`src/rtl/mm_ram.sv`:
```
// simple dual-port synchronous ram, one write and one registered read port
// no dependencies

module mm_ram #(
	parameter int DEPTH  = 64,
	parameter int ADDR_W = 6,
	parameter int WIDTH  = 32
) (
	input  logic              clk,
	input  logic              we,
	input  logic [ADDR_W-1:0] waddr,
	input  logic [WIDTH-1:0]  wdata,
	input  logic              re,
	input  logic [ADDR_W-1:0] raddr,
	output logic [WIDTH-1:0]  rdata
);

	logic [WIDTH-1:0] mem [DEPTH];

	always_ff @(posedge clk) begin
		if (we) begin
			mem[waddr] <= wdata;
		end
	end

	always_ff @(posedge clk) begin
		if (re) begin
			rdata <= mem[raddr];
		end
	end

endmodule

```
`config.mk`:
```
export PLATFORM = sky130hd
export DESIGN_NAME = mm_ram
export DESIGN_NICKNAME = d
export VERILOG_FILES = /design/src/rtl/mm_ram.sv
export SDC_FILE = /design/constraint.sdc
export NUM_CORES = 2
export LEC_CHECK = 0
export ABC_CLOCK_PERIOD_IN_PS = 10200
export BUFFER_PORTS_ARGS = -buffer_cell sky130_fd_sc_hd__buf_2
export CORE_MARGIN = 2
export CORE_UTILIZATION = 34
export CTS_CLUSTER_SIZE = 10
export DETAILED_ROUTE_END_ITERATION = 8
export GPL_TIMING_DRIVEN = 0
export PLACE_DENSITY = 0.47
export SLEW_MARGIN = 20
export SYNTH_ARGS = -nofsm -noshare
export SYNTH_HDL_FRONTEND = slang
export SYNTH_SLANG_ARGS = --single-unit
```
`constraint.sdc`:
```
create_clock -name clk -period 10.2 [get_ports clk]
set_input_delay 0.51 -clock clk [delete_from_list [all_inputs] [get_ports clk]]
set_output_delay 0.51 -clock clk [all_outputs]
set_load 0.01 [all_outputs]
```
After elaboration in Yosys (flattened, before gate mapping). Memories as Yosys holds them, arrays and structs flattened. A register that Yosys moved wholly into a read port is not among the register bits. Cells that the tools add are included.

Word-level logic and storage cells: 3. Bits in writable memories: 2048. Bits of input ports: 47. Output and inout port bits: 32. Flip-flop bits (word level): 0. Memories: 1.

Multiplexer cells: 2.

Memory list: mem (words 64, bits a word 32, rd ports 1, clocked after memory_dff 1, write ports 1, line 18) `logic [WIDTH-1:0] mem [DEPTH];`.

Operator list (number): $mux W1 (2).

Logic depth before layout (Yosys ltp).
Depth in word-level cells: 2. Mapped depth: 10. Depth with buffers taken out: 5.

Worst setup path after synthesis. No wires, ideal clock.

Path type: input to register. Start point: in waddr[3]. End point: mem mem[48][0], enable pin. Path buffers: 1. Setup time: 0.461 ns. Stages: 4. Data arrival time: 3.209 ns. Slack: 6.530 ns. Data required time: 9.739 ns. Path through: clkbuf_1 > nor2b_1 > nand4b_1 > nor3_1.

RTL lines: start: declaration (line 11) `input logic [ADDR_W-1:0] waddr,`; end: declaration (line 18).

Straight into the memory's write port.

==> flow_summary.yaml <==
run_status:
  status: "finished clean"
global_route:
  grt_pass1_wl_mm: 351
  grt_max_degree: 65
  grt_overflow: 0
  track_usage: 0.222
  grt_pass1_vias: 39000
  antenna_found_initial: 12
worst_setup_path:
  rrSetupSlack_ns: 7.28
  rr_worst_depth: 4
  cp.arrival_ns: 4.68
  crit_type: "input pin to flop"
  crit-reg2reg-capture: "rdata[6]"
  crit_path_end: "rdata[13]"
  cp_data_required_time_ns: 10.71
  critPathLaunch: "raddr[1]"
  path_max_fanout: 10
  critPathLaunchType: "input pin"
  end_kind: "flop"
  r2r_start: "mem[27][6]"
clock_tree:
  clockBufferDepth: 3
  clkLatencyLatePin_ns: 0.86
  cts-buffers-inserted: 231
  cts-htree-levels: 4
  cts_tree: "built"
  path_clk_slew_ns: 0.05
  clkSinkCount: 2080
  holdBufCountCts: 0
  cts_resized: 0
  post_cts_buffers: 0
  cts-root-buf: "clkbuf_16"
logic_synthesis:
  yosysWarnings: 0
  yosys.area.top_type_share: 0.792
  netlist_instances: 3324
  synth_nets: 3371
  synth_area_um2: 78800
  avgSynthCellArea_um2: 23.7
  synth.largest_area_cell: "edfxtp_1"
  synth_cell_types: 33
  ys_ff_latch: 2080
  seq_area_frac_synth: 0.792
  ys_top_cells_by_area: "edfxtp_1, mux4_2, mux2i_1, o22ai_1, nor2_1"
drt:
  via_per_inst: 5.68
  drc: 0
  routed-via-count: 39100
  drt-total-wl_mm: 263
  post_drt_wl_per_cell_um: 38.3
  drt_iter0_drc: 4918
  drtAntennaViolNets: 0
  firstDrtPassIters: 5
die:
  dieWidth_um: 486
  coreArea_um2: 230000
  fp-row-count: 176
  die_h_um: 486
  start_util: 0.342
  dieArea_um2: 236000
  pin_count: 79
pwr:
  vdd_drop_max_mv: 0.152
  p_leak_nw: 28.7
  p_per_area_nw_per_um2: 192
  fin_total_pwr_mw: 17.9
sta:
  drv_slew: 0
  fmax_ghz: 0.240
  tns_ns: 0
  rsz0062_at_grt: "no"
  finClkSkew_ns: 0.0361
  hold_violations: 0
  setup_viol: 0
  worstMarginPinSlew_ns: 1.20
  fin_crit_ns: 4.17
  post-route-period-util: 0.409
  relSlewSlack: 0.202
placed_design:
  dpl-instance-area_um2: 86800
  hpwlAfterDp_mm: 176
  gp_congestion: 0.836
  io_buffers: 70
final_layout:
  area_growth_pct: 18.1
  layout.nets: 3824
  drive_gt1_frac: 0.313
  stdcell_area_um2: 93100
min_path:
  hold_class: "input pin to flop"
  min_from: "wdata[19]"
job:
  drv_cap: 0
cells in the mapped netlist:
master,n
a21oi_1,62
a22oi_1,12
a311oi_1,8
a31oi_1,1
a41o_1,4
and2_1,2
and3_1,4
buf_1,21
buf_2,57
buf_4,25
buf_6,5
clkbuf_1,74
edfxtp_1,2080
mux2i_1,93
mux4_2,544
nand2_1,26
nand2b_1,8
nand3_1,5
nand3b_1,5
nand4_1,2
nand4b_1,1
nor2_1,137
nor2b_1,15
nor3_1,7
o221ai_1,27
o22ai_1,84
o32ai_1,4
or2_0,1
or2_1,1
or2_2,1
or3_1,3
or3b_1,2
or3b_2,3
flip-flops by register name, summed over array words and instances, names as in the netlist:
signal	count
rdata	32
mem	2048
worst min path at each step:
stage / slack, ns / to / cells past startpoint
5_1_grt: 0.04 / mem[54][19] / 1
3_5_place_dp: 0.92 / rdata[29] / 1
2_1_floorplan: 0.61 / mem[0][0] / 0
6_report: 0.07 / mem[55][19] / 1
3_3_place_gp: 0.92 / rdata[1] / 1
4_1_cts: 0.02 / mem[60][19] / 1
layout make-up:
type | instances | area, um2
fillers | 20100 | 137000
flip-flops and latches | 2080 | 62500
multi-input cells | 1062 | 16000
clock buffers | 274 | 5980
well taps | 3026 | 3790
repair buffers | 220 | 3670
plain buffers | 182 | 927
clock inverters | 19 | 267
diodes | 10 | 25.0
worst max-delay path, stage by stage:
cell     delay [ns]
buf_2          0.47
buf_2          0.46
buf_2          0.41
buf_1          0.87
mux4_2         0.45
mux2i_1        0.60
a21oi_1        0.35
a21oi_1        0.32
nor2_1         0.20
power breakdown:
| part | internal (mW) | switching, mW | total (mW) |
|---|---|---|---|
| registers | 9.49 | 0.0189 | 9.51 |
| clock network | 4.09 | 3.22 | 7.31 |
| logic | 0.335 | 0.715 | 1.05 |
cells by family (layout without fill, tap and decap cells):
group,after synthesis,in the layout,share of synthesized area
compound gates,202,202,0.0167
buf+inv,182,695,0.0112
flops,2080,2080,0.792
mux,637,637,0.167
other cells,0,10,0
simple gates,223,223,0.0126
metrics by stage:
stage	util	std cells	setup WS, ns	hold slack (ns)
after global placement	0.360	6420	2.47	0.922
after floorplan	-	3324	6.53	0.609
after global routing	0.404	6865	6.13	0.0406
after detailed placement	0.377	6569	5.24	0.921
after CTS	0.404	6862	6.14	0.0188
final	0.404	6873	6.03	0.0726
cell usage in the layout, fill, tap and decap left out, types with 54 or more instances in the layout:
cell / n
buf_2: 102
mux4_2: 544
nor2_1: 75
edfxtp_1: 2080
buf_4: 69
clkbuf_1: 89
o22ai_1: 82
clkbuf_16: 233
nor2_4: 62
buf_16: 54
a21oi_1: 62
buf_12: 82
mux2i_1: 93
routing by layer:
layer,wire length [um],part of all wire,GRT usage
met5,22,0.000084,0
met3,20000,0.076,0.0429
met2,123000,0.47,0.353
met4,9750,0.037,0.0721
met1,110000,0.42,0.308
(Power assumes the default switching activity.)
