### src/rtl/mm_pkg.sv
// shared types and codes for the integer matrix multiply block
// no dependencies; used by mm_seq, mm_mac and matrix_multiply

package mm_pkg;

	// element width of the stores and of the result
	localparam int ELEM_W = 32;
	// width of a row or column field on the ports
	localparam int POS_W  = 3;
	// width of a size register
	localparam int SIZE_W = 4;
	// width of a register index on the configuration port
	localparam int REG_IDX_W = 2;

	// function codes of an input item
	localparam logic [1:0] FUNC_LOAD_A = 2'd0;
	localparam logic [1:0] FUNC_LOAD_B = 2'd1;
	localparam logic [1:0] FUNC_MULT   = 2'd2;

	// register indexes
	localparam logic [REG_IDX_W-1:0] REG_ROWS_A    = 2'd0;
	localparam logic [REG_IDX_W-1:0] REG_INNER_DIM = 2'd1;
	localparam logic [REG_IDX_W-1:0] REG_COLS_B    = 2'd2;

	typedef struct packed {
		logic [1:0]              func;
		logic [POS_W-1:0]        row_index;
		logic [POS_W-1:0]        col_index;
		logic signed [ELEM_W-1:0] elem_value;
	} in_item_t;

	typedef struct packed {
		logic [POS_W-1:0]        out_row;
		logic [POS_W-1:0]        out_col;
		logic signed [ELEM_W-1:0] out_value;
		logic                    last;
	} out_item_t;

	// one inner-dimension step handed from the sequencer to the datapath
	typedef struct packed {
		logic             valid;
		logic             first;
		logic             last_k;
		logic             last_elem;
		logic [POS_W-1:0] row;
		logic [POS_W-1:0] col;
	} issue_t;

endpackage

### src/rtl/mm_mac.sv
// multiply-accumulate datapath behind the two stores, with the output register
// depends on mm_pkg

module mm_mac (
	input  logic                        clk,
	input  logic                        arst_n,
	input  logic                        adv,
	input  mm_pkg::issue_t              issue,
	input  logic [mm_pkg::ELEM_W-1:0]   a_data,
	input  logic [mm_pkg::ELEM_W-1:0]   b_data,
	output logic                        busy,
	output logic                        out_valid,
	output mm_pkg::out_item_t           out_item
);

	logic                      valid_s1;
	logic                      valid_s2;
	logic                      out_valid_q;
	mm_pkg::issue_t            tag_s1;
	mm_pkg::issue_t            tag_s2;
	logic [mm_pkg::ELEM_W-1:0] prod_s2;
	logic [mm_pkg::ELEM_W-1:0] acc_q;
	logic [mm_pkg::ELEM_W-1:0] sum;
	mm_pkg::out_item_t         out_q;

	// low half of the product is the same signed or unsigned
	assign sum = (tag_s2.first ? '0 : acc_q) + prod_s2;

	always_ff @(posedge clk or negedge arst_n) begin
		if (!arst_n) begin
			valid_s1    <= 1'b0;
			valid_s2    <= 1'b0;
			out_valid_q <= 1'b0;
		end else if (adv) begin
			valid_s1    <= issue.valid;
			valid_s2    <= valid_s1;
			out_valid_q <= valid_s2 && tag_s2.last_k;
		end
	end

	always_ff @(posedge clk) begin
		if (adv) begin
			tag_s1  <= issue;
			tag_s2  <= tag_s1;
			prod_s2 <= mm_pkg::ELEM_W'(a_data * b_data);
			if (valid_s2) begin
				if (tag_s2.last_k) begin
					out_q.out_row   <= tag_s2.row;
					out_q.out_col   <= tag_s2.col;
					out_q.out_value <= sum;
					out_q.last      <= tag_s2.last_elem;
				end else begin
					acc_q <= sum;
				end
			end
		end
	end

	assign busy      = valid_s1 || valid_s2;
	assign out_valid = out_valid_q;
	assign out_item  = out_q;

endmodule

### config.mk
export PLATFORM = sky130hd
export DESIGN_NAME = mm_mac
export DESIGN_NICKNAME = d
export VERILOG_FILES = /design/src/rtl/mm_pkg.sv /design/src/rtl/mm_mac.sv
export SDC_FILE = /design/constraint.sdc
export NUM_CORES = 1
export LEC_CHECK = 0
export BUFFER_PORTS_ARGS = -buffer_cell sky130_fd_sc_hd__buf_2
export CAP_MARGIN = 25
export CORE_MARGIN = 4
export CORE_UTILIZATION = 47
export CTS_BUF_LIST = sky130_fd_sc_hd__clkbuf_16
export DETAILED_ROUTE_END_ITERATION = 6
export MAX_ROUTING_LAYER = met4
export PLACE_DENSITY_LB_ADDON = 0.3
export SLEW_MARGIN = 20
export SYNTH_ARGS = -nofsm -noshare
export SYNTH_HDL_FRONTEND = slang
export SYNTH_SLANG_ARGS = --single-unit
### constraint.sdc
create_clock -name clk -period 3.41 [get_ports clk]
set_input_delay 0.1705 -clock clk [delete_from_list [all_inputs] [get_ports clk]]
set_output_delay 0.1705 -clock clk [all_outputs]
set_load 0.05 [all_outputs]
# After elaboration in Yosys (flattened, before gate mapping)
# Index checks and enable logic that the tools add are counted.
op_classes:
  add_sub_neg: 1
  n_mul: 1
  muxes: 1
  bitwise_logic: 1
  n_reduce_logical: 4
op_table:
  columns: ["operator", "n"]
  rows:
  - ["$add 32x32->32", 1]
  - ["$mul 32x32->32", 1]
  - ["$mux 32", 1]
  - ["$reduce_and 3->1", 2]
  - ["$logic_and 1x1->1", 1]
  - ["$logic_or 1x1->1", 1]
  - ["$not 1->1", 1]
totals:
  register_bits: 124
  out_inout_bits: 41
  wordCells: 27

# Longest topological paths before layout
# Gate-level depths: netlist (run 1).
depth:
  ltp_word: 2
  depth_mapped: 27
  mapped_depth_nobuf: 24

# Worst setup path before layout (run 1)
# Ideal clock, no wire load.
synth_timing:
  kind: "input -> register"
  start: "input a_data[12] (netlist bit)"
  end: "register prod_s2[30] (netlist bit) (data pin)"
  arrival_ns: 6.441
  t_required_ns: 3.152
  setup_slack_ns: -3.289
  stages: 26
  path_buffers: 3
  cell_sequence: "clkbuf_1 -> clkbuf_1 -> nand2_1 -> fa_1 -> inv_1 -> fa_1 -> inv_1 -> fa_1 -> fa_1 -> inv_1 -> fa_1 -> inv_1 -> fa_1 -> fa_1 -> fa_1 -> inv_1 -> ha_1 -> clkbuf_1 -> nand3_1 -> nand2_1 -> a21o_1 -> o21bai_1 -> a221o_1 -> a21bo_2 -> a21oi_1 -> xnor2_1"
synth_between:
  elab_chain_len: 1
synth_rtl:
  columns: ["element", "line", "source"]
  rows:
  - ["start, declared", "mm_mac.sv:9", "input logic [mm_pkg::ELEM_W-1:0] a_data,"]
  - ["$mul 32x32->32", "mm_mac.sv:45", "prod_s2 <= mm_pkg::ELEM_W'(a_data * b_data);"]
  - ["end signal, assigned", "mm_mac.sv:45", null]
  - ["end, declared", "mm_mac.sv:21", "logic [mm_pkg::ELEM_W-1:0] prod_s2;"]
# No other way between the ends.
# A chain may end at the register's enable or synchronous reset.

# Worst setup path after layout (run 1)
layout_timing:
  start: "input a_data[15] (netlist bit)"
  end: "register prod_s2[30] (netlist bit) (data pin)"
# The elaborated chain is that of the path after synthesis.

==> impl_metrics.py, run 1 <==
metrics = {
    "floorplanning": {
        "start_util_pct": 47.9,
        "rows": 77,
        "design.die.area_um2": 48700,
        "core_area_um2": 44400,
        "boundaryPins": 118,
        "die_y_um": 221,
        "fp.dieW_um": 221,
    },
    "timing": {
        "max_freq_ghz": 0.166,
        "finalHoldViolations": 0,
        "setup_viol": 27,
        "clock_skew_ps": 8.00,
        "fin_crit_ps": 6040,
        "tightest_slew_ps": 901,
        "whs_ps": 76.3,
        "rsz0062_at_grt": "yes",
        "maxSlewHeadroom_pct": 39.9,
        "drv_slew": 0,
        "fin_crit_sh_pct": 177,
        "worst_slack_ps": -2630,
    },
    "synthesis": {
        "synth_seq_area_share_pct": 17.4,
        "yosys_warnings": 0,
        "avgSynthCellArea_um2": 9.98,
        "async_flop_share_pct": 2.42,
        "synth_top_flop_cell": "edfxtp_1",
        "ys_seq_elements": 124,
        "netlist_area_um2": 21300,
        "synth_edf_count": 121,
        "syn-instance-count": 2130,
        "synth_cell_types": 64,
        "synth.net_count": 2770,
    },
    "clock_tree": {
        "h-tree-depth": 4,
        "cts_tree": "done",
        "cts.sink_count": 124,
        "clock_latency_ps": 420,
        "clk_path_buf_depth": 2,
        "cts_root_buf": "clkbuf_16",
        "clkTransAtPathRegs_ps": 60,
        "cts_buffers": 17,
    },
    "critical_path": {
        "worstSetupStartpointType": "input pin",
        "endpoint_kind": "flip-flop",
        "crit_type": "in -> reg",
        "cp_max_fo": 6,
        "worstPathRequired_ps": 3580,
        "arrival_ps": 6210,
    },
    "place": {
        "dp_cells": 2966,
        "dp_hpwl_um": 44800,
        "io_buffers": 117,
        "placed_cell_area_um2": 24300,
        "gp_congestion": 0.928,
    },
    "finish": {
        "seq_area_um2": 3710,
        "fill_cells": 3530,
        "stdcell_area_um2": 27100,
        "syn2layout_area_growth_pct": 27.7,
        "nets": 3121,
        "drive_gt1_share_pct": 26.9,
        "multi_input_area_um2": 16800,
        "instances_no_fill": 3087,
    },
    "global_route": {
        "first_global_vias": 16900,
        "antenna_found_initial": 1,
        "grt.total_usage_pct": 24.0,
        "grt_max_degree": 52,
        "grt_remaining_overflow": 0,
        "grt_pass1_wl_um": 89100,
    },
    "routing": {
        "firstDrtPassIters": 5,
        "wl_um": 56100,
        "vias": 15600,
        "drt_iter0_drc": 998,
        "via_per_inst": 5.05,
        "post_drt_wl_per_cell_um": 18.2,
        "ant_nets": 0,
        "drc_errors": 0,
    },
    "outcome": {
        "status": "finished with violations",
        "violations": "setup timing",
    },
    "run": {
        "drv_cap": 0,
    },
    "min_path": {
        "hold_class": "in -> async",
    },
}
## logic make-up (layout without fill, tap and decap cells)
kind of cell             Yosys count  count (layout)  share of synthesized area [%]
multiplexers                       2               2                          0.106
other                              0               1                              0
AO/OA/AOI/OAI                    157             157                           5.22
buffers and inverters            507             871                           8.97
adder cells (fa/ha/maj)          563             563                           47.6
flip-flops                       124             124                           17.4
XOR/XNOR                         111             111                           4.57
AND/OR/NAND/NOR                  666             666                           16.1
## through the flow
step           worst slack, ps  utilization [%]  TNS, ps
6_report                 -2630             61.1   -52450
5_1_grt                  -2780             61.1   -56140
4_1_cts                  -2610             59.6   -51730
3_5_place_dp             -3300             54.7   -68870
3_3_place_gp             -3220             54.7   -67340
2_1_floorplan            -2940                -   -55440
## flip-flops by register name, indices dropped and copies added (netlist names)
name / cells
out_valid: 1
acc_q: 32
tag_s2: 9
out_item: 39
tag_s1: 9
prod_s2: 32
valid_s2: 1
valid_s1: 1
## final timing paths
| kind | start | end | slack [ps] | depth (start not counted) |
|---|---|---|---|---|
| min in group clk | adv | tag_s1[8] | 80 | 1 |
| max reg2reg | tag_s2[8] | acc_q[30] | -30 | 13 |
| min | arst_n | out_valid | 80 | 2 |
| max | a_data[15] | prod_s2[30] | -2630 | 22 |
| min reg2reg | tag_s1[2] | tag_s2[2] | 420 | 0 |
| max in group asynchronous | arst_n | valid_s2 | 3230 | 2 |
## worst max-delay path, stage by stage
cell and delay, ps:
buf_12 120, buf_12 130, and2_4 150, fa_1 480, fa_1 510, fa_1 520
inv_1 50, fa_1 470, inv_1 50, fa_1 490, fa_1 530, fa_1 430
fa_1 540, ha_4 220, a21oi_2 140, nand2_1 70, a21o_1 190, o21bai_4 170
a221o_1 360, a21bo_2 220, a21oi_2 120, xnor2_1 70
## cells in the mapped netlist (all sizes together), types with 3 or more instances
cell type  count  area [um^2]
a21o          26          195
dfrtp          3         75.1
nor4           3         18.8
nor2          29          109
nand2b        10         62.6
a21boi         3         22.5
and3           3         18.8
o211ai         4         35.0
a211oi         5         42.5
nand3          9         45.0
xor2          27          236
o21ai         26          134
nand4          7         43.8
edfxtp       121         3630
and2         272         1700
clkbuf        93          349
nand2        274         1030
a31oi          9         62.6
ha           154         1930
o21a           7         60.1
a21oi         39          195
xnor2         84          736
buf            3         13.8
or2            4         25.0
fa           409         8190
nor3          10         61.3
o21bai        11         82.6
inv          411         1540
a221o          3         30.0
nor2b         36          225
a211o          4         35.0
or3            3         23.8
## cell usage in the layout, fill, tap and decap left out, drive strengths merged, types with 7 or more instances in the layout
cell type / instances
nor3: 10
buf: 410
nand4: 7
o21ai: 26
o21a: 7
nand2: 274
nand3: 9
nor2b: 36
a21o: 26
ha: 154
xor2: 27
and2: 272
nand2b: 10
clkinv: 8
fa: 409
dlygate4sd3: 11
nor2: 29
a21oi: 39
a31oi: 9
clkbuf: 23
edfxtp: 121
xnor2: 84
o21bai: 11
inv: 412
## timing repair
| item | 4_1_cts | 5_1_grt |
|---|---|---|
| setup buffers | 58 | 28 |
| endpoints found under the setup margin | 26 | 38 |
| hold buffers | 11 | 0 |
| cloned | 4 | 4 |
| gates resized for setup | 236 | 133 |
| pin swaps | 128 | 102 |
| endpoints found under the hold margin | 13 | 0 |
## layer usage
layer / up-vias / global-route usage, % / wire (um)
li1: 7192 / - / -
met5: - / - / 0
met3: 72 / 2.79 / 2940
met2: 446 / 38.8 / 27100
met4: 0 / 6.16 / 1220
met1: 7885 / 32.7 / 24800
## layout make-up
cell class / instances / share of cell area (%)
Clock inverter: 15 / 0.549
Antenna cell: 1 / 0.00922
Clock buffer: 17 / 1.57
Timing Repair Buffer: 428 / 14.0
Multi-Input combinational cell: 1499 / 61.8
Sequential cell: 124 / 13.7
Tap cell: 592 / 2.73
Inverter: 411 / 5.69
Power of run 1 is not shown: default switching activity piles up to over one toggle a cycle in this logic, so the estimate is an artifact.
==> run 2, diff against run 1 <==
--- a/config.mk
+++ b/config.mk
@@ -8,11 +8,11 @@
 export BUFFER_PORTS_ARGS = -buffer_cell sky130_fd_sc_hd__buf_2
 export CAP_MARGIN = 25
 export CORE_MARGIN = 4
-export CORE_UTILIZATION = 47
+export CORE_UTILIZATION = 60
 export CTS_BUF_LIST = sky130_fd_sc_hd__clkbuf_16
 export DETAILED_ROUTE_END_ITERATION = 6
 export MAX_ROUTING_LAYER = met4
-export PLACE_DENSITY_LB_ADDON = 0.3
+export PLACE_DENSITY = 0.85
 export SLEW_MARGIN = 20
 export SYNTH_ARGS = -nofsm -noshare
 export SYNTH_HDL_FRONTEND = slang
==> run 2 against run 1 <==
Effect of this change:
- the flow finishes with violations (DRC, setup timing)
- die area fell by 21%
- final area decreased by 1.4%
- global-route usage grew 10 points
- non-clock buffer count is 26 lower
- via count rose by 15%
- sequential share of layout area is 0.20 points higher
- routed wire length is 28% higher
- flip-flop and latch count is the same
- first-iteration DRC count rose by 130%
- fmax decreased by 6.3%
==> impl_metrics.py, run 2 (synthesis results as in run 1) <==
metrics = {
    "finish": {
        "largest_register_ffs": 39,
        "syn2layout_area_growth_pct": 25.9,
        "fill_cells": 1860,
        "final_cell_mix": "inv_1 (364), fa_1 (350), nand2_1 (260)",
        "stdcell_area_um2": 26800,
        "instances_no_fill": 2926,
        "drive_gt1_share_pct": 28.4,
        "final_common_cell": "inv_1",
        "nets": 3095,
    },
    "timing": {
        "drv_slew": 0,
        "finalHoldViolations": 0,
        "fin_crit_sh_pct": 189,
        "setup_viol": 30,
        "tightest_slew_ps": 919,
        "max_freq_ghz": 0.155,
        "rsz0062_at_grt": "yes",
        "whs_ps": 68.4,
        "worst_slack_ps": -3040,
        "fin_crit_ps": 6450,
        "maxSlewHeadroom_pct": 38.7,
        "clock_skew_ps": 9.86,
    },
    "global_route": {
        "grt_pass1_wl_um": 100000,
        "antenna_found_initial": 1,
        "grt.total_usage_pct": 34.2,
        "grt_max_degree": 42,
        "grt_remaining_overflow": 0,
        "first_global_vias": 19000,
    },
    "critical_path": {
        "worstSetupStartpointType": "input pin",
        "endpoint": "prod_s2[28]",
        "reg2reg_depth": 11,
        "crit_type": "in -> reg",
        "crit_chain": "buf_2 -> nand2_1 -> fa_1 -> inv_1 -> fa_1 -> inv_1 -> fa_1 -> inv_1 -> ha_1 -> fa_1 -> inv_1 -> fa_1 -> fa_1 -> fa_1 -> inv_2 -> ha_4 -> a21oi_4 -> nand2_1 -> a21o_1 -> o21bai_4 -> a221o_1 -> buf_6 -> a41oi_2 -> xnor2_1",
        "timing.rr.start": "tag_s2[8]",
        "startpoint": "b_data[16]",
        "worst_r2r_endpoint": "out_item[21]",
        "arrival_ps": 6610,
        "endpoint_kind": "flip-flop",
        "slowest_stage": "fa_1",
        "critPathMostFrequentCell": "fa_1",
        "cp_max_fo": 9,
        "cpPeakStageDelay_ps": 680,
        "r2r_setup_slack_ps": -50,
        "worstPathRequired_ps": 3570,
    },
    "floorplanning": {
        "boundaryPins": 118,
        "fp.dieW_um": 196,
        "rows": 68,
        "design.die.area_um2": 38500,
        "start_util_pct": 61.2,
        "core_area_um2": 34700,
        "die_y_um": 196,
    },
    "clock_tree": {
        "cts_buffers": 17,
        "h-tree-depth": 4,
        "cts_root_buf": "clkbuf_16",
        "clock_latency_ps": 430,
        "cts.sink_count": 124,
        "cts_tree": "done",
        "clk_path_buf_depth": 2,
        "clkTransAtPathRegs_ps": 60,
    },
    "run": {
        "drv_cap": 0,
    },
    "routing": {
        "wl_um": 72000,
        "firstDrtPassIters": 7,
        "vias": 18000,
        "post_drt_wl_per_cell_um": 24.6,
        "via_per_inst": 6.16,
        "drc_errors": 9,
        "drt_iter0_drc": 2278,
        "ant_nets": 0,
    },
    "outcome": {
        "violations": "DRC, setup timing",
        "status": "finished with violations",
    },
    "place": {
        "dp_cells": 2823,
        "gp_congestion": 0.959,
        "place_ws_ps": -3360,
        "io_buffers": 117,
        "placed_cell_area_um2": 24000,
        "dp_hpwl_um": 45600,
    },
    "min_path": {
        "hold_class": "in -> async",
    },
}
## run 2: changes by cell type in the layout (fill, tap and decap cells not counted), moves of 4 or more
cell,before,now
buf_4,232,204
fa_1,374,350
fa_2,35,59
inv_1,375,364
buf_6,60,70
inv_2,35,45
nand2_2,4,12
nand2_1,267,260
buf_12,23,17
ha_1,112,108
ha_4,39,43
inv_6,1,5
## run 2: how the worst min path moves through the flow
stage / to / slack, ps
2_1_floorplan: out_valid / -130
3_3_place_gp: out_valid / -40
3_5_place_dp: valid_s1 / -20
4_1_cts: valid_s2 / 70
5_1_grt: valid_s1 / 80
6_report: valid_s2 / 70
## run 2: layer usage
layer / GRT usage [%] / wire length (um)
met5: - / 0
met4: 16.9 / 5820
met3: 8.52 / 8990
met2: 56.5 / 33600
met1: 39.3 / 23500
## run 2: critical path, delay by kind of cell
kind	cells	cell delay, ps
adders and majority gates	9	4170
xor gates and xnor gates	1	120
buffers and inverters	7	720
AOI/OAI and AO/OA	5	1120
and+or+nand+nor	2	290
## run 2: per-stage QoR
stage | TNS, ps | util [%]
after floorplan | -55440 | -
after global placement | -65200 | 69.2
after detailed placement | -68500 | 69.2
after CTS | -52710 | 75.1
after global routing | -62420 | 77.0
final | -60220 | 77.1
## run 2: what timing repair did
item | CTS | global route
hold endpoints to repair | 13 | 0
pin swaps | 125 | 164
hold buffers | 11 | 0
buffers inserted | 37 | 27
gates cloned | 2 | 1
gates resized for setup | 267 | 145
endpoints found under the setup margin | 27 | 40
## run 2: final cells by class
type	instances	area [um^2]	area share (%)
Timing Repair Buffer	402	3480	13.0
Clock inverter	15	115	0.430
Tap cell	455	569	2.13
Antenna cell	3	7.51	0.0281
Clock buffer	17	425	1.59
Inverter	411	1550	5.79
Sequential cell	124	3710	13.9
Multi-Input combinational cell	1499	16900	63.2
Power of run 2 is left out for the same reason.
