===== src/rtl/mm_pkg.sv =====
// shared types and codes for the integer matrix multiply block
// no dependencies; used by mm_seq, mm_mac and matrix_multiply

package mm_pkg;

	// element width of the stores and of the result
	localparam int ELEM_W = 32;
	// width of a row or column field on the ports
	localparam int POS_W  = 3;
	// width of a size register
	localparam int SIZE_W = 4;
	// width of a register index on the configuration port
	localparam int REG_IDX_W = 2;

	// function codes of an input item
	localparam logic [1:0] FUNC_LOAD_A = 2'd0;
	localparam logic [1:0] FUNC_LOAD_B = 2'd1;
	localparam logic [1:0] FUNC_MULT   = 2'd2;

	// register indexes
	localparam logic [REG_IDX_W-1:0] REG_ROWS_A    = 2'd0;
	localparam logic [REG_IDX_W-1:0] REG_INNER_DIM = 2'd1;
	localparam logic [REG_IDX_W-1:0] REG_COLS_B    = 2'd2;

	typedef struct packed {
		logic [1:0]              func;
		logic [POS_W-1:0]        row_index;
		logic [POS_W-1:0]        col_index;
		logic signed [ELEM_W-1:0] elem_value;
	} in_item_t;

	typedef struct packed {
		logic [POS_W-1:0]        out_row;
		logic [POS_W-1:0]        out_col;
		logic signed [ELEM_W-1:0] out_value;
		logic                    last;
	} out_item_t;

	// one inner-dimension step handed from the sequencer to the datapath
	typedef struct packed {
		logic             valid;
		logic             first;
		logic             last_k;
		logic             last_elem;
		logic [POS_W-1:0] row;
		logic [POS_W-1:0] col;
	} issue_t;

endpackage


===== src/rtl/mm_seq.sv =====
// address sequencer: walks i, j and k for one multiply item
// depends on mm_pkg

module mm_seq #(
	parameter int MAX_DIM = 8,
	parameter int IDX_W   = 3,
	parameter int ADDR_W  = 6
) (
	input  logic                clk,
	input  logic                arst_n,
	input  logic                start,
	input  logic                adv,
	input  logic [IDX_W-1:0]    m_last,
	input  logic [IDX_W-1:0]    n_last,
	input  logic [IDX_W-1:0]    p_last,
	output logic                active,
	output mm_pkg::issue_t      issue,
	output logic [ADDR_W-1:0]   a_addr,
	output logic [ADDR_W-1:0]   b_addr
);

	logic             active_q;
	logic [IDX_W-1:0] i_q;
	logic [IDX_W-1:0] j_q;
	logic [IDX_W-1:0] k_q;

	always_ff @(posedge clk or negedge arst_n) begin
		if (!arst_n) begin
			active_q <= 1'b0;
			i_q      <= '0;
			j_q      <= '0;
			k_q      <= '0;
		end else if (start) begin
			active_q <= 1'b1;
			i_q      <= '0;
			j_q      <= '0;
			k_q      <= '0;
		end else if (adv && active_q) begin
			if (k_q == n_last) begin
				k_q <= '0;
				if (j_q == p_last) begin
					j_q <= '0;
					if (i_q == m_last) begin
						active_q <= 1'b0;
					end else begin
						i_q <= i_q + 1'b1;
					end
				end else begin
					j_q <= j_q + 1'b1;
				end
			end else begin
				k_q <= k_q + 1'b1;
			end
		end
	end

	assign active = active_q;

	always_comb begin
		issue.valid     = active_q;
		issue.first     = (k_q == '0);
		issue.last_k    = (k_q == n_last);
		issue.last_elem = (k_q == n_last) && (j_q == p_last) && (i_q == m_last);
		issue.row       = mm_pkg::POS_W'(i_q);
		issue.col       = mm_pkg::POS_W'(j_q);
	end

	// a is row-major over i,k; b over k,j
	assign a_addr = ADDR_W'(int'(i_q) * MAX_DIM + int'(k_q));
	assign b_addr = ADDR_W'(int'(k_q) * MAX_DIM + int'(j_q));

endmodule


===== config.mk =====
export PLATFORM = sky130hd
export DESIGN_NAME = mm_seq
export DESIGN_NICKNAME = d
export VERILOG_FILES = /design/src/rtl/mm_pkg.sv /design/src/rtl/mm_seq.sv
export SDC_FILE = /design/constraint.sdc
export NUM_CORES = 1
export LEC_CHECK = 0
export ABC_AREA = 1
export CAP_MARGIN = 20
export CORE_MARGIN = 2
export CORE_UTILIZATION = 60
export CTS_BUF_LIST = sky130_fd_sc_hd__clkbuf_8 sky130_fd_sc_hd__clkbuf_16
export DETAILED_ROUTE_END_ITERATION = 8
export DONT_BUFFER_PORTS = 1
export PLACE_DENSITY = 0.76
export SYNTH_ARGS = -nofsm -noshare
export SYNTH_HDL_FRONTEND = slang
export SYNTH_SLANG_ARGS = --single-unit

===== constraint.sdc =====
create_clock -name clk -period 1.8 [get_ports clk]
set_input_delay 0.36 -clock clk [delete_from_list [all_inputs] [get_ports clk]]
set_output_delay 0.36 -clock clk [all_outputs]
set_load 0.005 [all_outputs]

# Word level (Yosys, flattened, before mapping)
# Index checks and enable logic that the tools add are counted.
[word_totals]
ff_bits = 10
input_bits = 13
out_inout_bits = 23
[classes]
addsub = 5
n_eq_ne = 4
mux = 17
reduce_logical = 11
[op_table]
columns = ["op", "count"]
rows = [
  ["3-bit two-way mux", 12],
  ["6-bit by 3-bit adder with 6-bit output", 2],
  ["3-bit by 1-bit adder with 3-bit output (second input constant)", 3],
  ["3-bit == test", 3],
  ["4-bit AND reduction", 2],
  ["2-bit nonzero test", 4],
  ["1-bit two-way mux", 5],
  ["1-bit logical AND", 3],
  ["3-bit logical NOT", 1],
  ["2-bit inequality test (second input constant)", 1],
  ["2-bit AND reduction", 1],
]

# Logic depth before layout (Yosys ltp)
# Gate-level depths: netlist of the first run.
[logic_depth]
word_depth = 6
depth_mapped = 10
mapped_depth_nobuf = 10

# Worst setup path after synthesis of the first run
# No wires, ideal clock.
[synth_path]
path_type = "register to output"
from = "reg k_q[1]"
to = "out issue[6] (netlist bit)"
arrival_ns = 0.982
required_ns = 1.440
slack_ns = 0.458
stages_incl_launch_ff = 4
n_path_buf = 0
path_cell_list = "dfrtp_1 > xnor2_2 > nand3_4 > nor3_1"
[synth_lines]
columns = ["element", "line_no", "rtl"]
rows = [
  ["start, declared", "mm_seq.sv:25", "logic [IDX_W-1:0] k_q;"],
  ["start signal, assigned", "mm_seq.sv:52", "k_q <= k_q + 1'b1;"],
  ["end, declared", "mm_seq.sv:17", "output mm_pkg::issue_t issue,"],
]

==> metrics, run 1 <==
WS Path Type reg2out; pin count of the biggest net entering global routing 11; crit start category register; Mapped Area 832 µm²; total congestion overflow 0; sequential-to-total area share from yosys stat 0.301; HP Class in2reg; Tmin final 1640 ps; Placed Cells 119; clock network latency to the later pin of the worst-skew pair 240 ps; gpl congestion 0.697; WL per Instance 12.7 µm; dominant cells by area after synthesis dfrtp_1, nand2_1, buf_4, inv_1, ha_1; number of max-cap violations 0; chip width 41.2 µm; Critical Path Sink Type output pin; Worst EP required ~1400 ps; fin cells 123; cell chain of the critical path xnor2_2, nand3_4, nor3_2; Achievable Freq 0.609 GHz; Initial DRC Count 6; area delta synth->final 0%; post-route ant nets 0; Worst Path Max Fanout 5; vias 645; initial antenna violation count 0; Die Footprint 0.00170 mm²; total power 0.000816 W; clk buf depth 2; CTS tree built; first-pass GRT wire length 2.39 mm; H-tree depth 1; Synth cell types 23; WL final 1.56 mm; Initial DRT Pass Iterations 3; Die Ht 41.2 µm; Synth Instances 114; number of diodes 0; hpwl dp 1.22 mm; Core ar. 0.00130 mm²; Synth top area share 0.301; syn nets around 130; status finished clean; clock root cell clkbuf_8; Avg Cell Area, Syn 7.30 µm²; final setup fails 0; Layout Nets 127; #FFs+latches synth 10; leading area contributor after synthesis dfrtp_1; multi-input combinational cell area approximately 430 µm²; Yosys Warn Count 0; Final Hold Fails 0; fin crit share 0.912; Worst-Margin Slew 464 ps; Crit path max-delay family flip-flops; VDD IR-drop max 0.562 mV; Residual DRC 0; max incr delay on CP 460 ps; slew margin rel. 0.690; # IOs 36; CTS buffer count 3; PwrDens 980 mW/mm²; max-slew violations 0; critical path buffer and inverter count 0; Worst-path clk slew roughly 40 ps; initial cell density of the core 0.639; row cnt 13; CTS Sinks 10; Worst Skew 3.96 ps; GRT Total Usage 0.232; number of global-route vias before repair 591; Worst Path Arrival 1280 ps; RSZ-0062 raised after global routing no; FF/Latch Area 250 µm²; Crit-path slowest cell dfrtp_1; leak pwr 0.459 nW; setup_tns 0 ps; # port buffers 0; fill cell count 126; share of layout cells above drive strength 1 0.176; Vias/cell 5.24
-- layout make-up --
| class | instances | area share |
|---|---|---|
| Tap cell | 15 | 0.0226 |
| Multi-Input combinational cell | 75 | 0.513 |
| Timing Repair Buffer | 1 | 0.0120 |
| Sequential cell | 10 | 0.301 |
| Inverter | 19 | 0.102 |
| Clock buffer | 3 | 0.0496 |
-- worst reg2reg max path, delay by kind of cell, from the launching register on --
family,cells,cell delay (ps)
AND/OR/NAND/NOR,4,350
AO/OA/AOI/OAI,1,230
XOR/XNOR,1,230
flip-flops,1,460
-- Yosys cell counts --
| master | instances |
|---|---|
| a21oi_1 | 2 |
| bufinv_8 | 1 |
| o21ai_1 | 2 |
| nand2_1 | 40 |
| xor2_1 | 2 |
| o21ai_0 | 1 |
| a21oi_4 | 1 |
| inv_2 | 3 |
| nand3_1 | 4 |
| nor2_4 | 1 |
| nor3_1 | 1 |
| nand4_1 | 1 |
| nor2_1 | 5 |
| inv_1 | 15 |
| nand3_4 | 1 |
| a21oi_2 | 1 |
| nand2_2 | 5 |
| dfrtp_1 | 10 |
| buf_4 | 10 |
| xnor2_1 | 2 |
| xnor2_2 | 1 |
| nand3_2 | 1 |
| ha_1 | 4 |
-- kinds of logic after synthesis --
| logic type | after synthesis | synth area share |
|---|---|---|
| adder cells (fa/ha/maj) | 4 | 0.0602 |
| XOR/XNOR | 5 | 0.0617 |
| AND/OR/NAND/NOR | 59 | 0.325 |
| AO/OA/AOI/OAI | 7 | 0.0602 |
| buffers and inverters | 29 | 0.192 |
| flip-flops | 10 | 0.301 |
-- cell usage in the layout (no fill, tap or decap) --
master	Yosys	layout
dfrtp_1	10	10
nand2_2	5	5
a21oi_1	2	2
xnor2_2	1	1
clkbuf_8	0	3
dlygate4sd3_1	0	1
nand4_1	1	1
ha_1	4	4
xor2_1	2	2
inv_2	3	3
nand3_1	4	4
nor2_1	5	5
a21oi_2	1	1
bufinv_8	1	1
nand3_4	1	1
nand2_1	40	40
inv_1	15	15
o21ai_1	2	2
nor2_4	1	1
o21ai_0	1	1
nor3_2	0	1
a21oi_4	1	1
xnor2_1	2	2
nand3_2	1	1
-- routing by layer --
metal  track usage  routed length, µm  vias to the layer above  share of wire
li1              -                  -                      325              -
met1         0.217                587                      298           0.38
met2         0.422                831                       18           0.53
met3         0.130                122                        4          0.078
met4        0.0726                 18                        0          0.012
met5             0                  0                        -              0
-- sequential cells by signal, indices dropped and copies added, names as in the netlist --
| register | count |
|---|---|
| i_q | 3 |
| j_q | 3 |
| k_q | 3 |
| active | 1 |
-- worst paths after layout --
| check | from | endpoint | slack (ps) | cells past startpoint |
|---|---|---|---|---|
| worst min register to register | i_q[1] | i_q[1] | 610 | 2 |
| worst max register to register | k_q[1] | i_q[0] | 420 | 6 |
| worst min-delay path | start | i_q[0] | 310 | 3 |
| max in group asynchronous | arst_n | i_q[1] | 970 | 1 |
| worst max-delay path | k_q[1] | issue[6] | 160 | 3 |
| min in group asynchronous | arst_n | j_q[0] | 510 | 1 |
-- stage by stage --
step                      utilization  hold slack, ps  instance area [µm²]  setup WS, ps
after global routing            0.639             328                  832          57.3
after CTS                       0.636             314                  827          79.6
final                           0.639             314                  832           158
after detailed placement        0.596            64.6                  776           335
after global placement          0.596            64.6                  776           352
after floorplan                     -            64.4                  832           458
-- power breakdown --
| part | switching, W | internal (W) | total (W) |
|---|---|---|---|
| sequential | 0.0000867 | 0.000267 | 0.000354 |
| combinational | 0.000138 | 0.0000962 | 0.000234 |
| clock | 0.0000811 | 0.000146 | 0.000227 |
| total | 0.000306 | 0.000509 | 0.000816 |
-- timing repair --
item                                   4_1_cts  5_1_grt
setup buffers                                0        0
resized for setup                            0        1
endpoints found under the hold margin       10        0
hold buffers                                 1        0
setup endpoints to repair                    0        1
Note: power is estimated with default switching activity, not from simulation.
==> run 2: changes to the inputs <==
GPL_TIMING_DRIVEN = 0   (was not set)
==> run 2 against run 1 <==
  * Flip-flop and latch count stayed put
  * Register-to-register slack better by 30 ps
  * Global-route usage is 3.8 points lower
  * Non-clock buffer count is 10 higher
  * Via count is 6.7% higher
  * Total power is 13% higher
  * Count of clock-buffer cells in the layout is 1 higher
  * Hold slack worse by 12 ps
  * Highest routed layer unchanged
==> metrics, run 2 (synthesis results as in run 1) <==
Core ar. 0.00130 mm² (unchanged); WS Path Type reg2out (unchanged); share of power burned in registers 0.376 (was 0.434); H-tree depth 1 (unchanged); commonest non-fill, non-tap cell in the layout nand2_1 (unchanged); first-pass GRT wire length 2.15 mm (was 2.39 mm); WL per Instance 11.0 µm (was 12.7 µm); CP Launch Point k_q[1] (unchanged); Logic pwr share 0.320 (was 0.287); slew margin rel. 0.683 (was 0.690); worst r2r path cells 6 (unchanged); leak pwr 0.518 nW (was 0.459 nW); initial cell density of the core 0.639 (unchanged); Worst Path Arrival 1350 ps (was 1280 ps); chip width 41.2 µm (unchanged); Initial DRC Count 7 (was 6); initial antenna violation count 0 (unchanged); gpl congestion 0.658 (was 0.697); pin count of the biggest net entering global routing 11 (unchanged); area delta synth->final 10.1% (was 0%); Residual DRC 0 (unchanged); smallest hold slack 302 ps (was 314 ps); Vias/cell 5.13 (was 5.24); vias 688 (was 645); post-route ant nets 0 (unchanged); RSZ-0062 raised after global routing no (unchanged); share of layout cells above drive strength 1 0.244 (was 0.176); CTS Sinks 10 (unchanged); part of the power in the clock network 0.305 (was 0.278); row cnt 13 (unchanged); fin crit share 0.947 (was 0.912); leading registers by flop count i_q: 3 flops, j_q: 3 flops, k_q: 3 flops (unchanged); multi-input combinational cell area 422 µm² (was 427 µm²); # resized after CTS 0 (unchanged); cell chain of the critical path xnor2_2, nand3_4, nor3_1 (was xnor2_2, nand3_4, nor3_2); Crit Reg-Reg Endpoint i_q[2] (was i_q[0]); Worst Skew 0.401 ps (was 3.96 ps); number of global-route vias before repair 538 (was 591); critical path buffer and inverter count 0 (unchanged); Worst Setup EP issue[6] (unchanged); max-slew violations 0 (unchanged); worst reg2reg setup slack 450 ps (was 420 ps); final setup fails 0 (unchanged); Worst path depth 3 (unchanged); fill cell count 103 (was 126); Crit path max-delay family flip-flops (unchanged); Die Ht 41.2 µm (unchanged); # port buffers 0 (unchanged); hold buffers post-CTS 1 (unchanged); Worst EP required 1440 ps (about the same); Worst Path Max Fanout 5 (unchanged); Worst-path clk slew 50 ps (was 40 ps); hpwl dp 1.12 mm (was 1.22 mm); Tmin final 1710 ps (was 1640 ps); CTS buffer count 3 (unchanged); VDD IR-drop max 0.696 mV (was 0.562 mV); clock network latency to the later pin of the worst-skew pair 230 ps (was 240 ps); NetSw 0.000316 W (was 0.000306 W); crit start category register (unchanged); max incr delay on CP 450 ps (was 460 ps); fin cells 134 (was 123); most frequent cells in the layout nand2_1, inv_1, buf_4, dfrtp_1 (was nand2_1, inv_1, dfrtp_1); WL final 1.47 mm (was 1.56 mm); PwrDens 1000 mW/mm² (was 980 mW/mm²); Die Footprint 0.00170 mm² (unchanged); hold path cells 3 (unchanged); CTS tree built (unchanged); Layout Nets 137 (was 127); setup_tns 0 ps (unchanged); Final Hold Fails 0 (unchanged); Worst-Margin Slew 474 ps (was 464 ps); Achievable Freq 0.586 GHz (was 0.609 GHz); GRT Total Usage 0.194 (was 0.232); Placed Cells 129 (was 119); status finished clean (unchanged); clk buf depth 2 (unchanged); total congestion overflow 0 (unchanged); Crit-path slowest cell dfrtp_1 (unchanged); number of diodes 0 (unchanged); Reg-to-Reg Start k_q[1] (unchanged); number of max-cap violations 0 (unchanged); FF/Latch Area 250 µm² (unchanged); HP Class in2reg (unchanged); # IOs 36 (unchanged); Critical Path Sink Type output pin (unchanged); Post-CTS Setup Bufs 0 (unchanged); clock root cell clkbuf_8 (unchanged); Initial DRT Pass Iterations 4 (was 3); switch share 0.344 (was 0.375); Int Power 0.000602 W (was 0.000509 W)
[run 2: worst min-delay path by stage]
| stage | endpoint | start |
|---|---|---|
| CTS | i_q[0] | start |
| finish | i_q[0] | start |
| detailed placement | k_q[0] | arst_n |
| floorplan | active | arst_n |
| global route | i_q[1] | start |
| global placement | k_q[0] | arst_n |
[run 2: power groups by stage]
stage	Combinational (W)	Sequential [W]	Clock (W)
3_3_place_gp	0.000281	0.000348	0
3_5_place_dp	0.000289	0.000350	0
2_1_floorplan	0.000257	0.000333	0
4_1_cts	0.000299	0.000347	0.000282
5_1_grt	0.000337	0.000357	0.000295
6_report	0.000293	0.000345	0.000280
[run 2: per-stage QoR]
stage / total power [W] / instance area [µm²] / worst slack (ps) / utilization
2_1_floorplan: 0.000590 / 832 / 458 / -
3_3_place_gp: 0.000629 / 851 / 359 / 0.654
3_5_place_dp: 0.000639 / 851 / 336 / 0.654
4_1_cts: 0.000927 / 916 / 85.6 / 0.704
5_1_grt: 0.000990 / 916 / 44.3 / 0.704
6_report: 0.000918 / 916 / 94.7 / 0.704
[run 2: layout make-up]
type | count | area share
plain buffers | 10 | 0.0820
clock buffers | 4 | 0.0601
inverters | 19 | 0.0929
multi-input cells | 75 | 0.460
flip-flops and latches | 10 | 0.273
well taps | 15 | 0.0205
repair buffers | 1 | 0.0109
[run 2: layer usage]
metal,track usage,routed length [µm],vias to the layer above
met5,0,0,-
met4,0.121,27,0
met3,0.0543,86,5
met2,0.320,717,19
met1,0.218,639,319
li1,-,-,345
[run 2: worst min-delay path, delay by kind of cell]
kind	cells	cell delay (ps)
and+or+nand+nor	3	130
==> run 3: changes to the inputs <==
CORE_UTILIZATION = 30   (was 60)
PLACE_DENSITY = 0.44   (was 0.76)
==> run 3 against run 2 <==
  * Flip-flop and latch count unchanged
  * Hold slack better by 4.0 ps
  * Register-to-register slack about the same
  * First-iteration DRC count rose to 5.6 times the previous value
  * Largest power group unchanged
  * Total power up 0.68%
  * Final cell count up 12%
  * Non-clock buffer count unchanged
==> metrics, run 3 (synthesis results as in run 1) <==
smallest hold slack 306 ps (was 302 ps); CTS buffer count 3 (unchanged); number of global-route vias before repair 584 (was 538); number of diodes 0 (unchanged); setup_tns 0 ps (unchanged); Die Ht 56.7 µm (was 41.2 µm); FF/Latch Area 250 µm² (unchanged); max-slew violations 0 (unchanged); RSZ-0062 raised after global routing no (unchanged); Achievable Freq 0.605 GHz (was 0.586 GHz); Core ar. 0.00269 mm² (was 0.00130 mm²); Initial DRC Count 39 (was 7); Critical Path Sink Type output pin (unchanged); Initial DRT Pass Iterations 2 (was 4); initial antenna violation count 0 (unchanged); VDD IR-drop max 0.457 mV (was 0.696 mV); post-route ant nets 0 (unchanged); fill cell count 293 (was 103); H-tree depth 1 (unchanged); Residual DRC 0 (unchanged); Worst Path Max Fanout 5 (unchanged); fin crit share 0.918 (was 0.947); fin cells 150 (was 134); CTS tree built (unchanged); Final Hold Fails 0 (unchanged); WS Path Type reg2out (unchanged); Worst Path Arrival 1290 ps (was 1350 ps); # port buffers 0 (unchanged); slew margin rel. 0.679 (was 0.683); pin count of the biggest net entering global routing 11 (unchanged); critical path's most frequent cell nand2_1; share of layout cells above drive strength 1 0.252 (was 0.244); cell chain of the critical path inv_2, nand2_1, nand2_1, nand3_4, nor3_2 (was xnor2_2, nand3_4, nor3_1); area delta synth->final 13.1% (was 10.1%); PwrDens 983 mW/mm² (was 1000 mW/mm²); Die Footprint 0.00321 mm² (was 0.00170 mm²); worst slack at placement 304 ps (was 336 ps); Worst EP required 1440 ps (about the same); leading registers by flop count i_q: 3 flops, j_q: 3 flops, k_q: 3 flops (unchanged); Worst-Margin Slew 481 ps (was 474 ps); Tmin final 1650 ps (was 1710 ps); clock network latency to the later pin of the worst-skew pair 240 ps (was 230 ps); Vias/cell 4.46 (was 5.13); crit start category register (unchanged); gpl congestion 0.707 (was 0.658); status finished clean (unchanged); chip width 56.7 µm (was 41.2 µm); Worst-path clk slew 50 ps (about the same); hpwl dp 1.20 mm (was 1.12 mm); clk buf depth 2 (unchanged); GRT Total Usage 0.104 (was 0.194); # IOs 36 (unchanged); Worst Skew 5.13 ps (was 0.401 ps); initial cell density of the core 0.310 (was 0.639); multi-input combinational cell area 427 µm² (was 422 µm²); leak pwr 0.518 nW (about the same); clock root cell clkbuf_8 (unchanged); WL final 1.57 mm (was 1.47 mm); total power 0.000925 W (was 0.000918 W); max incr delay on CP 440 ps (was 450 ps); Layout Nets 137 (unchanged); HP Class in2reg (unchanged); commonest non-fill, non-tap cell in the layout nand2_1 (unchanged); Crit-path slowest cell dfrtp_1 (unchanged); final worst slack 148 ps (was 94.7 ps); first-pass GRT wire length 2.57 mm (was 2.15 mm); WL per Instance 10.5 µm (was 11.0 µm); worst reg2reg setup slack 440 ps (was 450 ps); number of max-cap violations 0 (unchanged); total congestion overflow 0 (unchanged); vias 669 (was 688); Placed Cells 145 (was 129); most frequent cells in the layout nand2_1, inv_1, buf_4, dfrtp_1 (unchanged); row cnt 19 (was 13); final setup fails 0 (unchanged); CTS Sinks 10 (unchanged)
-- run 3: cell count changes in the layout (fill, tap and decap cells not counted) --
cell,previous run,this run
nor3_2,0,1
nor3_1,1,0
-- run 3: worst paths after layout --
kind                        start       end  cells past startpoint
max                        k_q[0]  issue[6]                      5
min                         start    i_q[1]                      3
max reg2reg                k_q[0]    i_q[2]                      8
min reg2reg                active    active                      2
max in group asynchronous  arst_n    k_q[0]                      1
min in group asynchronous  arst_n    k_q[2]                      1
-- run 3: stage by stage --
step                      instance area (µm²)  utilization
final                                     941        0.350
after global routing                      941        0.350
after CTS                                 936        0.348
after detailed placement                  871        0.324
after global placement                    871        0.324
after floorplan                           832            -
-- run 3: metal layers --
layer | routed length (µm) | vias to the layer above | GRT usage
met5 | 0 | - | 0
met4 | 24 | 0 | 0.0510
met3 | 128 | 4 | 0.0323
met2 | 705 | 24 | 0.156
met1 | 714 | 293 | 0.135
li1 | - | 348 | -
-- run 3: cell type report --
type,count,share of cell area
plain buffers,10,0.0798
clock buffers,4,0.0585
inverters,19,0.0904
multi-input cells,75,0.453
flip-flops and latches,10,0.266
well taps,31,0.0412
repair buffers,1,0.0106
-- run 3: worst max-delay path: cells and delay by family (launching register included) --
kind          cells  cell delay, ps
buf+inv           1             110
flops             1             440
simple gates      4             510
-- run 3: where the power goes --
group / leakage, nW / total, W / internal, W / switching [W]
clock network: 0.0288 / 0.000282 / 0.000192 / 0.0000899
registers: 0.130 / 0.000346 / 0.000267 / 0.0000784
logic: 0.360 / 0.000297 / 0.000143 / 0.000153
total: 0.518 / 0.000925 / 0.000603 / 0.000322
-- run 3: what timing repair did --
action                     CTS  global route
setup endpoints to repair    0             1
buffers inserted             0             0
hold buffers                 1             0
hold endpoints to repair    10             0
resized for setup            0             1
